### config.mk
export PLATFORM = sky130hd
export DESIGN_NAME = lru_page_replacement_flat
export DESIGN_NICKNAME = d
export VERILOG_FILES = /design/src/sv/lrupr_pkg.sv /design/src/sv/lrupr_if.sv /design/src/sv/lru_page_replacement.sv /design/src/sv/lrupr_cell.sv /design/src/sv/lrupr_ctrl.sv /design/src/flat_wrapper.sv
export SDC_FILE = /design/constraint.sdc
export NUM_CORES = 2
export LEC_CHECK = 0
export BUFFER_PORTS_ARGS = -buffer_cell sky130_fd_sc_hd__buf_2
export CAP_MARGIN = 25
export CORE_MARGIN = 2
export CORE_UTILIZATION = 60
export DETAILED_ROUTE_END_ITERATION = 8
export PLACE_DENSITY_LB_ADDON = 0.05
export SYNTH_ARGS = -nofsm -noshare
export SYNTH_HDL_FRONTEND = slang
export SYNTH_SLANG_ARGS = --single-unit
### constraint.sdc
create_clock -name clk -period 10.6 [get_ports clk]
set_input_delay 0.53 -clock clk [delete_from_list [all_inputs] [get_ports clk]]
set_output_delay 0.53 -clock clk [all_outputs]
set_load 0.005 [all_outputs]
### src/sv/lrupr_pkg.sv
`timescale 1ns / 1ps
// ----------------------------------------------------------------------------
// lrupr_pkg
// Shared widths, codes and structures of the LRU page replacement block.
// ----------------------------------------------------------------------------
package lrupr_pkg;

  // Geometry
  localparam int WAYS       = 8;
  localparam int PAGE_BITS  = 16;
  localparam int FRAME_BITS = 10;
  localparam int IDX_W      = (WAYS > 1) ? $clog2(WAYS) : 1;
  localparam int CNT_W      = $clog2(WAYS + 1);
  localparam int WSS_W      = 4;
  localparam int CMP_W      = (CNT_W > WSS_W) ? CNT_W : WSS_W;
  localparam int SLOT_W     = 3;
  localparam int OP_W       = 2;
  localparam int FAULT_W    = 32;

  // Register port
  localparam int PADDR_W = 3;
  localparam int PDATA_W = 32;
  localparam logic [WSS_W-1:0] WSS_RESET = WSS_W'(8);
  localparam logic REG_WSS = 1'b0;

  typedef enum logic [OP_W-1:0] {
    OP_LOAD    = 2'd0,
    OP_PRELOAD = 2'd1,
    OP_ACCESS  = 2'd2,
    OP_RELEASE = 2'd3
  } op_t;

  typedef enum logic [1:0] {
    ST_IDLE,
    ST_SCAN,
    ST_COMMIT
  } state_t;

  typedef enum logic [1:0] {
    CMD_NONE,
    CMD_LOAD,
    CMD_TOUCH,
    CMD_RELEASE
  } cmd_kind_t;

  typedef struct packed {
    logic [OP_W-1:0]       op;
    logic [PAGE_BITS-1:0]  page;
    logic [SLOT_W-1:0]     slot;
    logic [FRAME_BITS-1:0] frame_in;
  } req_t;

  typedef struct packed {
    logic                  hit;
    logic [FRAME_BITS-1:0] frame_out;
    logic                  evicted;
    logic [PAGE_BITS-1:0]  evicted_page;
    logic [FAULT_W-1:0]    fault_total;
    logic                  no_frame;
  } rsp_t;

  // Scan summary handed from cell to cell
  typedef struct packed {
    logic                  hit;
    logic [IDX_W-1:0]      hit_idx;
    logic [IDX_W-1:0]      hit_age;
    logic [FRAME_BITS-1:0] hit_frame;
    logic                  free;
    logic [IDX_W-1:0]      free_idx;
    logic [FRAME_BITS-1:0] free_frame;
    logic                  lru;
    logic [IDX_W-1:0]      lru_idx;
    logic [IDX_W-1:0]      lru_age;
    logic [PAGE_BITS-1:0]  lru_page;
    logic [FRAME_BITS-1:0] lru_frame;
    logic [CNT_W-1:0]      res_cnt;
    logic [CNT_W-1:0]      load_cnt;
    logic                  head_valid;
    logic                  head_loaded;
    logic [IDX_W-1:0]      head_age;
    logic [PAGE_BITS-1:0]  head_page;
    logic [FRAME_BITS-1:0] head_frame;
  } carry_t;

  localparam carry_t CARRY_EMPTY = '0;

  // Update broadcast to every cell
  typedef struct packed {
    logic                  en;
    cmd_kind_t             kind;
    logic [IDX_W-1:0]      target;
    logic [IDX_W-1:0]      limit;
    logic                  limit_all;
    logic                  set_valid;
    logic                  write_page;
    logic [PAGE_BITS-1:0]  page;
    logic [FRAME_BITS-1:0] frame;
  } cmd_t;

endpackage

### src/sv/lrupr_if.sv
`timescale 1ns / 1ps
// ----------------------------------------------------------------------------
// lrupr_req_if / lrupr_rsp_if
// Valid/ready channels carrying requests into and results out of the block.
// ----------------------------------------------------------------------------
interface lrupr_req_if;
  logic              valid;
  logic              ready;
  lrupr_pkg::req_t   data;

  modport src (output valid, output data, input ready);
  modport snk (input valid, input data, output ready);
endinterface

interface lrupr_rsp_if;
  logic              valid;
  logic              ready;
  lrupr_pkg::rsp_t   data;

  modport src (output valid, output data, input ready);
  modport snk (input valid, input data, output ready);
endinterface

### src/sv/lru_page_replacement.sv
`timescale 1ns / 1ps
// ----------------------------------------------------------------------------
// lru_page_replacement
// Per-process page residency with LRU replacement over a row of frame slots.
// ----------------------------------------------------------------------------
// Usage:
//   req  : valid/ready request channel (op, page, slot, frame_in).
//   rsp  : valid/ready result channel, one result per request
//          (hit, frame_out, evicted, evicted_page, fault_total, no_frame).
//   APB  : register 0 at byte 0 is working_set_size (4 bits, reset 8);
//          write it only while no request is in flight.
// Timing:
//   A request is taken in the idle cycle, then its scan summary ripples
//   through the registered row of WAYS slot cells, one cell per cycle, and
//   the update is applied in a commit cycle. The result register is loaded
//   at commit. A new request is taken only in the idle state, once the
//   previous one has committed.
// Reset:
//   All slots empty and unloaded, ages and fault count zero, working set 8.
// Stall:
//   The result register holds while rsp.ready is low. A new request is still
//   taken and scanned; its commit waits until the result register frees.
// ----------------------------------------------------------------------------
module lru_page_replacement (
  input  logic                              clk,
  input  logic                              rst,
  lrupr_req_if.snk                          req,
  lrupr_rsp_if.src                          rsp,
  input  logic                              psel,
  input  logic                              penable,
  input  logic                              pwrite,
  input  logic [lrupr_pkg::PADDR_W-1:0]     paddr,
  input  logic [lrupr_pkg::PDATA_W-1:0]     pwdata,
  output logic [lrupr_pkg::PDATA_W-1:0]     prdata,
  output logic                              pready
);

  logic [lrupr_pkg::WSS_W-1:0]     wss;
  logic [lrupr_pkg::PAGE_BITS-1:0] scan_page;
  lrupr_pkg::cmd_t                 cmd;
  lrupr_pkg::carry_t               chain [lrupr_pkg::WAYS];
  logic                            sel_wss;

  // Register port
  assign pready  = 1'b1;
  assign sel_wss = (paddr[lrupr_pkg::PADDR_W-1] == lrupr_pkg::REG_WSS);
  assign prdata  = sel_wss ? lrupr_pkg::PDATA_W'(wss) : '0;

  always_ff @(posedge clk) begin
    if (rst) begin
      wss <= lrupr_pkg::WSS_RESET;
    end else if (psel && penable && pwrite && pready && sel_wss) begin
      wss <= pwdata[lrupr_pkg::WSS_W-1:0];
    end
  end

  // Sequencer
  lrupr_ctrl u_ctrl (
    .clk       (clk),
    .rst       (rst),
    .req       (req),
    .rsp       (rsp),
    .wss       (wss),
    .tail      (chain[lrupr_pkg::WAYS-1]),
    .scan_page (scan_page),
    .cmd       (cmd)
  );

  // Row of slot cells
  for (genvar i = 0; i < lrupr_pkg::WAYS; i++) begin : g_cell
    lrupr_pkg::carry_t cin;
    if (i == 0) begin : g_head
      assign cin = lrupr_pkg::CARRY_EMPTY;
    end else begin : g_link
      assign cin = chain[i-1];
    end
    lrupr_cell u_cell (
      .clk       (clk),
      .rst       (rst),
      .idx       (lrupr_pkg::IDX_W'(i)),
      .scan_page (scan_page),
      .carry_in  (cin),
      .carry_out (chain[i]),
      .cmd       (cmd)
    );
  end

endmodule

### src/sv/lrupr_cell.sv
`timescale 1ns / 1ps
// ----------------------------------------------------------------------------
// lrupr_cell
// One frame slot: holds page, frame, age and flags, folds itself into the
// registered scan summary passed to its neighbor, and applies updates.
// ----------------------------------------------------------------------------
module lrupr_cell (
  input  logic                              clk,
  input  logic                              rst,
  input  logic [lrupr_pkg::IDX_W-1:0]       idx,
  input  logic [lrupr_pkg::PAGE_BITS-1:0]   scan_page,
  input  lrupr_pkg::carry_t                 carry_in,
  output lrupr_pkg::carry_t                 carry_out,
  input  lrupr_pkg::cmd_t                   cmd
);

  logic [lrupr_pkg::PAGE_BITS-1:0]  page;
  logic [lrupr_pkg::FRAME_BITS-1:0] frame;
  logic [lrupr_pkg::IDX_W-1:0]      age;
  logic                             valid;
  logic                             loaded;
  logic                             match;
  logic                             is_target;
  lrupr_pkg::carry_t                carry_next;

  assign match     = valid && (page == scan_page);
  assign is_target = (cmd.target == idx);

  // Fold this slot into the running summary
  always_comb begin
    carry_next = carry_in;
    if (idx == '0) begin
      carry_next.head_valid  = valid;
      carry_next.head_loaded = loaded;
      carry_next.head_age    = age;
      carry_next.head_page   = page;
      carry_next.head_frame  = frame;
    end
    if (!carry_in.hit && match) begin
      carry_next.hit       = 1'b1;
      carry_next.hit_idx   = idx;
      carry_next.hit_age   = age;
      carry_next.hit_frame = frame;
    end
    if (!carry_in.free && loaded && !valid) begin
      carry_next.free       = 1'b1;
      carry_next.free_idx   = idx;
      carry_next.free_frame = frame;
    end
    if (valid && (!carry_in.lru || (age > carry_in.lru_age))) begin
      carry_next.lru       = 1'b1;
      carry_next.lru_idx   = idx;
      carry_next.lru_age   = age;
      carry_next.lru_page  = page;
      carry_next.lru_frame = frame;
    end
    carry_next.res_cnt  = carry_in.res_cnt + lrupr_pkg::CNT_W'(valid);
    carry_next.load_cnt = carry_in.load_cnt + lrupr_pkg::CNT_W'(loaded);
  end

  // Hand the summary to the next cell
  always_ff @(posedge clk) begin
    carry_out <= carry_next;
  end

  // Apply the broadcast update to page, age and flags
  always_ff @(posedge clk) begin
    if (rst) begin
      page   <= '0;
      age    <= '0;
      valid  <= 1'b0;
      loaded <= 1'b0;
    end else if (cmd.en) begin
      case (cmd.kind)
        lrupr_pkg::CMD_LOAD: begin
          if (is_target) begin
            loaded <= 1'b1;
          end
        end
        lrupr_pkg::CMD_TOUCH: begin
          if (is_target) begin
            age <= '0;
            if (cmd.set_valid) begin
              valid <= 1'b1;
            end
            if (cmd.write_page) begin
              page <= cmd.page;
            end
          end else if (valid && (cmd.limit_all || (age < cmd.limit))) begin
            age <= age + 1'b1;
          end
        end
        lrupr_pkg::CMD_RELEASE: begin
          page   <= '0;
          age    <= '0;
          valid  <= 1'b0;
          loaded <= 1'b0;
        end
        default: begin
        end
      endcase
    end
  end

  // Frame number, written only by a load
  always_ff @(posedge clk) begin
    if (cmd.en && (cmd.kind == lrupr_pkg::CMD_LOAD) && is_target) begin
      frame <= cmd.frame;
    end
  end

endmodule

### src/sv/lrupr_ctrl.sv
`timescale 1ns / 1ps
// ----------------------------------------------------------------------------
// lrupr_ctrl
// Sequencer: takes a request, waits for the scan to ripple down the cell
// row, decides the update and the result, and holds the result register.
// ----------------------------------------------------------------------------
module lrupr_ctrl (
  input  logic                              clk,
  input  logic                              rst,
  lrupr_req_if.snk                          req,
  lrupr_rsp_if.src                          rsp,
  input  logic [lrupr_pkg::WSS_W-1:0]       wss,
  input  lrupr_pkg::carry_t                 tail,
  output logic [lrupr_pkg::PAGE_BITS-1:0]   scan_page,
  output lrupr_pkg::cmd_t                   cmd
);

  lrupr_pkg::state_t                 state;
  lrupr_pkg::state_t                 state_next;
  lrupr_pkg::req_t                   item;
  logic [lrupr_pkg::IDX_W-1:0]       scan_cnt;
  logic [lrupr_pkg::FAULT_W-1:0]     fault;
  logic [lrupr_pkg::FAULT_W-1:0]     fault_next;
  logic                              out_free;
  logic                              commit;
  logic                              scan_done;
  lrupr_pkg::rsp_t                   result;
  lrupr_pkg::cmd_t                   cmd_d;
  logic [lrupr_pkg::CMP_W-1:0]       wss_x;
  logic [lrupr_pkg::CMP_W-1:0]       load_x;
  logic [lrupr_pkg::CMP_W-1:0]       res_x;
  logic [lrupr_pkg::CMP_W-1:0]       cap;

  assign out_free  = !rsp.valid || rsp.ready;
  assign scan_done = (scan_cnt == lrupr_pkg::IDX_W'(lrupr_pkg::WAYS - 1));
  assign commit    = (state == lrupr_pkg::ST_COMMIT) && out_free;
  assign scan_page = item.page;

  // Next state
  always_comb begin
    state_next = state;
    case (state)
      lrupr_pkg::ST_IDLE: begin
        if (req.valid) begin
          state_next = lrupr_pkg::ST_SCAN;
        end
      end
      lrupr_pkg::ST_SCAN: begin
        if (scan_done) begin
          state_next = lrupr_pkg::ST_COMMIT;
        end
      end
      lrupr_pkg::ST_COMMIT: begin
        if (out_free) begin
          state_next = lrupr_pkg::ST_IDLE;
        end
      end
      default: begin
        state_next = lrupr_pkg::ST_IDLE;
      end
    endcase
  end

  // State outputs; refuse requests while reset is held
  always_comb begin
    req.ready = (state == lrupr_pkg::ST_IDLE) && !rst;
    cmd       = cmd_d;
    cmd.en    = commit;
  end

  always_ff @(posedge clk) begin
    if (rst) begin
      state <= lrupr_pkg::ST_IDLE;
    end else begin
      state <= state_next;
    end
  end

  // Capture the request and count the scan ripple
  always_ff @(posedge clk) begin
    if (req.valid && req.ready) begin
      item <= req.data;
    end
  end

  always_ff @(posedge clk) begin
    if (rst) begin
      scan_cnt <= '0;
    end else if (state == lrupr_pkg::ST_SCAN) begin
      scan_cnt <= scan_cnt + 1'b1;
    end else begin
      scan_cnt <= '0;
    end
  end

  // Capacity: smaller of working set size and loaded slot count
  always_comb begin
    wss_x  = lrupr_pkg::CMP_W'(wss);
    load_x = lrupr_pkg::CMP_W'(tail.load_cnt);
    res_x  = lrupr_pkg::CMP_W'(tail.res_cnt);
    cap    = (wss_x < load_x) ? wss_x : load_x;
  end

  // Decide the update and the result from the scan summary
  always_comb begin
    cmd_d        = '0;
    cmd_d.kind   = lrupr_pkg::CMD_NONE;
    cmd_d.page   = item.page;
    cmd_d.frame  = item.frame_in;
    result       = '0;
    fault_next   = fault;
    case (lrupr_pkg::op_t'(item.op))
      lrupr_pkg::OP_LOAD: begin
        if (int'(item.slot) < lrupr_pkg::WAYS) begin
          cmd_d.kind   = lrupr_pkg::CMD_LOAD;
          cmd_d.target = lrupr_pkg::IDX_W'(item.slot);
        end
        result.frame_out = item.frame_in;
      end
      lrupr_pkg::OP_PRELOAD: begin
        if (tail.hit) begin
          cmd_d.kind       = lrupr_pkg::CMD_TOUCH;
          cmd_d.target     = tail.hit_idx;
          cmd_d.limit      = tail.hit_age;
          result.hit       = 1'b1;
          result.frame_out = tail.hit_frame;
        end else if (!tail.head_loaded) begin
          result.no_frame = 1'b1;
        end else begin
          cmd_d.kind       = lrupr_pkg::CMD_TOUCH;
          cmd_d.target     = '0;
          cmd_d.write_page = 1'b1;
          if (tail.head_valid) begin
            cmd_d.limit         = tail.head_age;
            result.evicted      = 1'b1;
            result.evicted_page = tail.head_page;
          end else begin
            cmd_d.set_valid = 1'b1;
            cmd_d.limit_all = 1'b1;
          end
          result.frame_out = tail.head_frame;
        end
      end
      lrupr_pkg::OP_ACCESS: begin
        if (tail.hit) begin
          cmd_d.kind       = lrupr_pkg::CMD_TOUCH;
          cmd_d.target     = tail.hit_idx;
          cmd_d.limit      = tail.hit_age;
          result.hit       = 1'b1;
          result.frame_out = tail.hit_frame;
        end else begin
          if (fault != '1) begin
            fault_next = fault + 1'b1;
          end
          if (cap == '0) begin
            result.no_frame = 1'b1;
          end else if (res_x < cap) begin
            if (tail.free) begin
              cmd_d.kind       = lrupr_pkg::CMD_TOUCH;
              cmd_d.target     = tail.free_idx;
              cmd_d.limit_all  = 1'b1;
              cmd_d.set_valid  = 1'b1;
              cmd_d.write_page = 1'b1;
              result.frame_out = tail.free_frame;
            end else begin
              result.no_frame = 1'b1;
            end
          end else if (tail.lru) begin
            cmd_d.kind          = lrupr_pkg::CMD_TOUCH;
            cmd_d.target        = tail.lru_idx;
            cmd_d.limit         = tail.lru_age;
            cmd_d.write_page    = 1'b1;
            result.evicted      = 1'b1;
            result.evicted_page = tail.lru_page;
            result.frame_out    = tail.lru_frame;
          end else begin
            result.no_frame = 1'b1;
          end
        end
      end
      lrupr_pkg::OP_RELEASE: begin
        cmd_d.kind = lrupr_pkg::CMD_RELEASE;
      end
      default: begin
      end
    endcase
    result.fault_total = fault_next;
  end

  // Fault counter
  always_ff @(posedge clk) begin
    if (rst) begin
      fault <= '0;
    end else if (commit) begin
      fault <= fault_next;
    end
  end

  // Result register: hold while the receiver stalls
  always_ff @(posedge clk) begin
    if (rst) begin
      rsp.valid <= 1'b0;
    end else if (commit) begin
      rsp.valid <= 1'b1;
    end else if (rsp.ready) begin
      rsp.valid <= 1'b0;
    end
  end

  always_ff @(posedge clk) begin
    if (commit) begin
      rsp.data <= result;
    end
  end

endmodule

### src/flat_wrapper.sv
// flat-port wrapper written by rule: the top's interface ports become plain ports
module lru_page_replacement_flat 
  (clk, rst, psel, penable, pwrite, paddr, pwdata, prdata, pready, req_valid, req_data, req_ready, rsp_valid, rsp_data, rsp_ready);
  lrupr_req_if req_i ();
  lrupr_rsp_if rsp_i ();
  input  logic clk;
  input  logic rst;
  input  logic psel;
  input  logic penable;
  input  logic pwrite;
  input  logic [lrupr_pkg::PADDR_W-1:0] paddr;
  input  logic [lrupr_pkg::PDATA_W-1:0] pwdata;
  output logic [lrupr_pkg::PDATA_W-1:0] prdata;
  output logic pready;
  input wire logic [$bits(req_i.valid)-1:0] req_valid;
  input wire logic [$bits(req_i.data)-1:0] req_data;
  output wire logic [$bits(req_i.ready)-1:0] req_ready;
  output wire logic [$bits(rsp_i.valid)-1:0] rsp_valid;
  output wire logic [$bits(rsp_i.data)-1:0] rsp_data;
  input wire logic [$bits(rsp_i.ready)-1:0] rsp_ready;
  assign req_i.valid = req_valid;
  assign req_i.data = req_data;
  assign req_ready = req_i.ready;
  assign rsp_valid = rsp_i.valid;
  assign rsp_data = rsp_i.data;
  assign rsp_i.ready = rsp_ready;
  lru_page_replacement u_core (.clk(clk), .rst(rst), .req(req_i), .rsp(rsp_i), .psel(psel), .penable(penable), .pwrite(pwrite), .paddr(paddr), .pwdata(pwdata), .prdata(prdata), .pready(pready));
endmodule
==> reports/metrics.cfg <==
[grt]
grt-ovfl-total = 0
grt_pass1_vias = 24010
grt_util_all_layers = 0.261
grtUsageMet3 = 0.0360
use_met1 = 0.359
grt_max_degree = 101
use_met2 = 0.421
antenna_found_initial = 0
grt_pass1_wl_mm = 140
top_usage_layer = met2

[placement]
place.detailed.hpwl_mm = 61.3
placed_area_sq_mm = 0.0417
gp_congestion = 0.868
io_buffer_count = 109
place_ws_ns = 5.19

[die]
dieArea_sq_mm = 0.0695
die_h_microns = 264
core_sq_mm = 0.0669
die_w_microns = 264
std_cell_rows = 95
io-pin-count = 169
start_util = 0.604

[layout]
area_growth_syn_to_layout_pct = 12.9
final_util = 0.682
num-fill-cells = 4839
fin_nets = 3442
drive_gt1_frac = 0.228
design_area_sq_mm = 0.0456

[worst_hold_path]
hp-class = in -> reg

[drt]
dr.first_iter.drc_count = 1623
drc = 0
vias_per_cell = 5.51
wire_per_inst_microns = 21.5
wl_mm = 91.5
vias = 23433
drt_pre_antenna_iters = 6
postRouteAntennaNets = 0

[job]
max_cap_violations = 0

[setup_path]
reg2reg_to = u_core.g_cell[5].u_cell.age[2]
crit_required_ns = 11.20
r2r-start = u_core.g_cell[7].u_cell.carry_out[32]
crit_arrival_ns = 6.16
setup.worst_path.end = u_core.g_cell[5].u_cell.age[2]
startpoint = u_core.g_cell[7].u_cell.carry_out[32]
startpoint_type = flip-flop
worst-r2r-setup-slack_ns = 5.03
end_kind = flip-flop
critPathMaxFanout = 9
critPathKind = reg -> reg
r2r_cells = 20

[outcome]
status = complete, no violations

[sta]
clock.fmax_ghz = 0.180
setup_slack_ns = 5.03
worstMarginPinSlew_ns = 1.14
timing.final.hold_violations = 0
skew_ns = 0.0217
post-route-period-util = 0.525
slew_violations = 0
period_needed_ns = 5.57
setup_viol = 0
setup_tns_ns = 0
relSlewSlack = 0.238
rsz0062_at_grt = no

[clock_tree]
clk_latency_ns = 0.67
cts_root_buf = clkbuf_16
cts_resized = 0
cts_hold_buf = 0
cts.sinks = 1170
htreeDepth = 3
numCtsBuffers = 109
cts_tree = built
cts_buffer_depth = 3
path_clk_slew_ns = 0.06
post-cts-setup-buffer-count = 0

[synth]
syn-cell-area_sq_mm = 0.0404
ys_seq_area_frac = 0.622
synth_ff_type = dfxtp_1
synthArstFlopShare = 0
yosysWarnings = 0
synth_seq_cells = 1170
netlist_instances = 3150
synth_edf_count = 172
synth_cell_types = 84
avgSynthCellArea_sq_um = 12.8

[power_and_ir_drop]
leakage_uw = 0.0187
finalPower_uw = 8620
ir_drop_v = 0.000161
p_per_area_mw_per_mm2 = 189

==> cell type report <==
type / instances / area, sq um / area share
clock inverter: 43 / 520 / 0.0114
sequential: 1170 / 25100 / 0.551
tap: 873 / 1090 / 0.0239
multi-input combinational: 1795 / 14400 / 0.316
inverter: 51 / 193 / 0.00422
timing repair buffer: 155 / 988 / 0.0217
antenna: 2 / 5.00 / 0.000110
clock buffer: 161 / 3250 / 0.0712
==> report_power, final <==
group / total [uW] / internal [uW] / switching [uW]
sequential: 4520 / 4500 / 19.4
combinational: 105 / 35.8 / 68.7
clock: 4000 / 2350 / 1650
total: 8620 / 6890 / 1740
==> kinds of logic after synthesis <==
| kind of cell | Yosys count | share of synthesized area |
|---|---|---|
| flops | 1170 | 0.622 |
| other cells | 2 | 0.000186 |
| fa+ha+maj | 87 | 0.0269 |
| compound gates | 259 | 0.0489 |
| xor+xnor | 205 | 0.0444 |
| buf+inv | 212 | 0.0249 |
| simple gates | 712 | 0.0968 |
| mux | 503 | 0.136 |
==> sequential cells by signal, indices dropped and copies added, names as in the netlist <==
register / count
u_core.u_ctrl.cmd: 10
u_core.u_ctrl.scan_cnt: 3
u_core.u_ctrl.state: 2
u_core.g_cell.u_cell.valid: 8
u_core.u_ctrl.item: 5
u_core.u_ctrl.rsp.data: 61
u_core.g_cell.u_cell.loaded: 8
u_core.wss: 4
u_core.g_cell.u_cell.carry_out: 788
u_core.u_ctrl.rsp.valid: 1
u_core.g_cell.u_cell.page: 128
u_core.g_cell.u_cell.age: 24
u_core.u_ctrl.scan_page: 16
u_core.g_cell.u_cell.frame: 80
u_core.u_ctrl.fault: 32
==> worst min-delay path by stage <==
stage	start	end	slack [ns]	cells past startpoint
4_1_cts	req_data[30]	u_core.u_ctrl.item[30]	0.003	1
2_1_floorplan	u_core.g_cell[0].u_cell.carry_out[0]	u_core.g_cell[1].u_cell.carry_out[0]	0.31	0
3_5_place_dp	u_core.g_cell[0].u_cell.carry_out[16]	u_core.g_cell[1].u_cell.carry_out[16]	0.31	0
5_1_grt	req_data[9]	u_core.u_ctrl.cmd[9]	0.01	1
3_3_place_gp	u_core.g_cell[3].u_cell.carry_out[26]	u_core.g_cell[4].u_cell.carry_out[26]	0.31	0
6_report	req_data[30]	u_core.u_ctrl.item[30]	0.04	1
==> layer usage <==
| layer | vias to the layer above | routed length, microns |
|---|---|---|
| met2 | 653 | 42100 |
| met3 | 172 | 4710 |
| met5 | - | 0 |
| met1 | 11478 | 41600 |
| met4 | 0 | 3070 |
| li1 | 11130 | - |
==> Yosys cell counts, drive strengths merged, types with 65 or more instances <==
cell type  number  area share
and2           71       0.011
buf            65       0.011
clkbuf         96      0.0089
dfxtp         998        0.49
edfxtp        172        0.13
ha             87       0.027
mux2          359        0.10
mux2i         144       0.036
nand2         118       0.011
nand2b        170       0.026
nor2          108       0.010
xnor2          97       0.021
xor2          108       0.023
==> cells in the final DEF (no fill, tap or decap), types with 29 or more instances in the layout <==
cell       count
xor2_1       108
nand2b_1     170
ha_1          87
or2_2         35
xnor2_1       97
dfxtp_1      997
mux2i_1      144
inv_1         50
nand3_1       57
nor2_1       108
o21ai_0       60
buf_4         36
mux2_2       359
nor2b_1       30
clkbuf_16    114
conb_1        29
edfxtp_1     172
nand2_1      117
buf_2        108
and2_1        70
==> per-stage QoR <==
step                      hold slack [ns]  cells
after floorplan                     0.310   3177
after global placement              0.310   4029
after detailed placement            0.312   4039
after CTS                         0.00275   4243
after global routing               0.0113   4248
final                              0.0368   4250
==> critical path, cell delays in order, from the launching register on <==
cell and delay, ns:
dfxtp_1 0.37, inv_1 0.06, ha_1 0.22, or3b_4 0.39, a21oi_2 0.30, a21oi_1 0.13
ha_1 0.31, nand3_1 0.10, or2_2 0.32, o211ai_1 0.79, and3_1 0.30, nand2_1 0.06
nand3_1 0.08, o211ai_1 0.46, ha_1 0.53, o21ai_0 0.10, a41oi_1 0.20, o211ai_1 0.15
a221oi_1 0.34, o221ai_1 0.18, o21ai_0 0.10
Note: power is estimated with default switching activity, not from simulation.
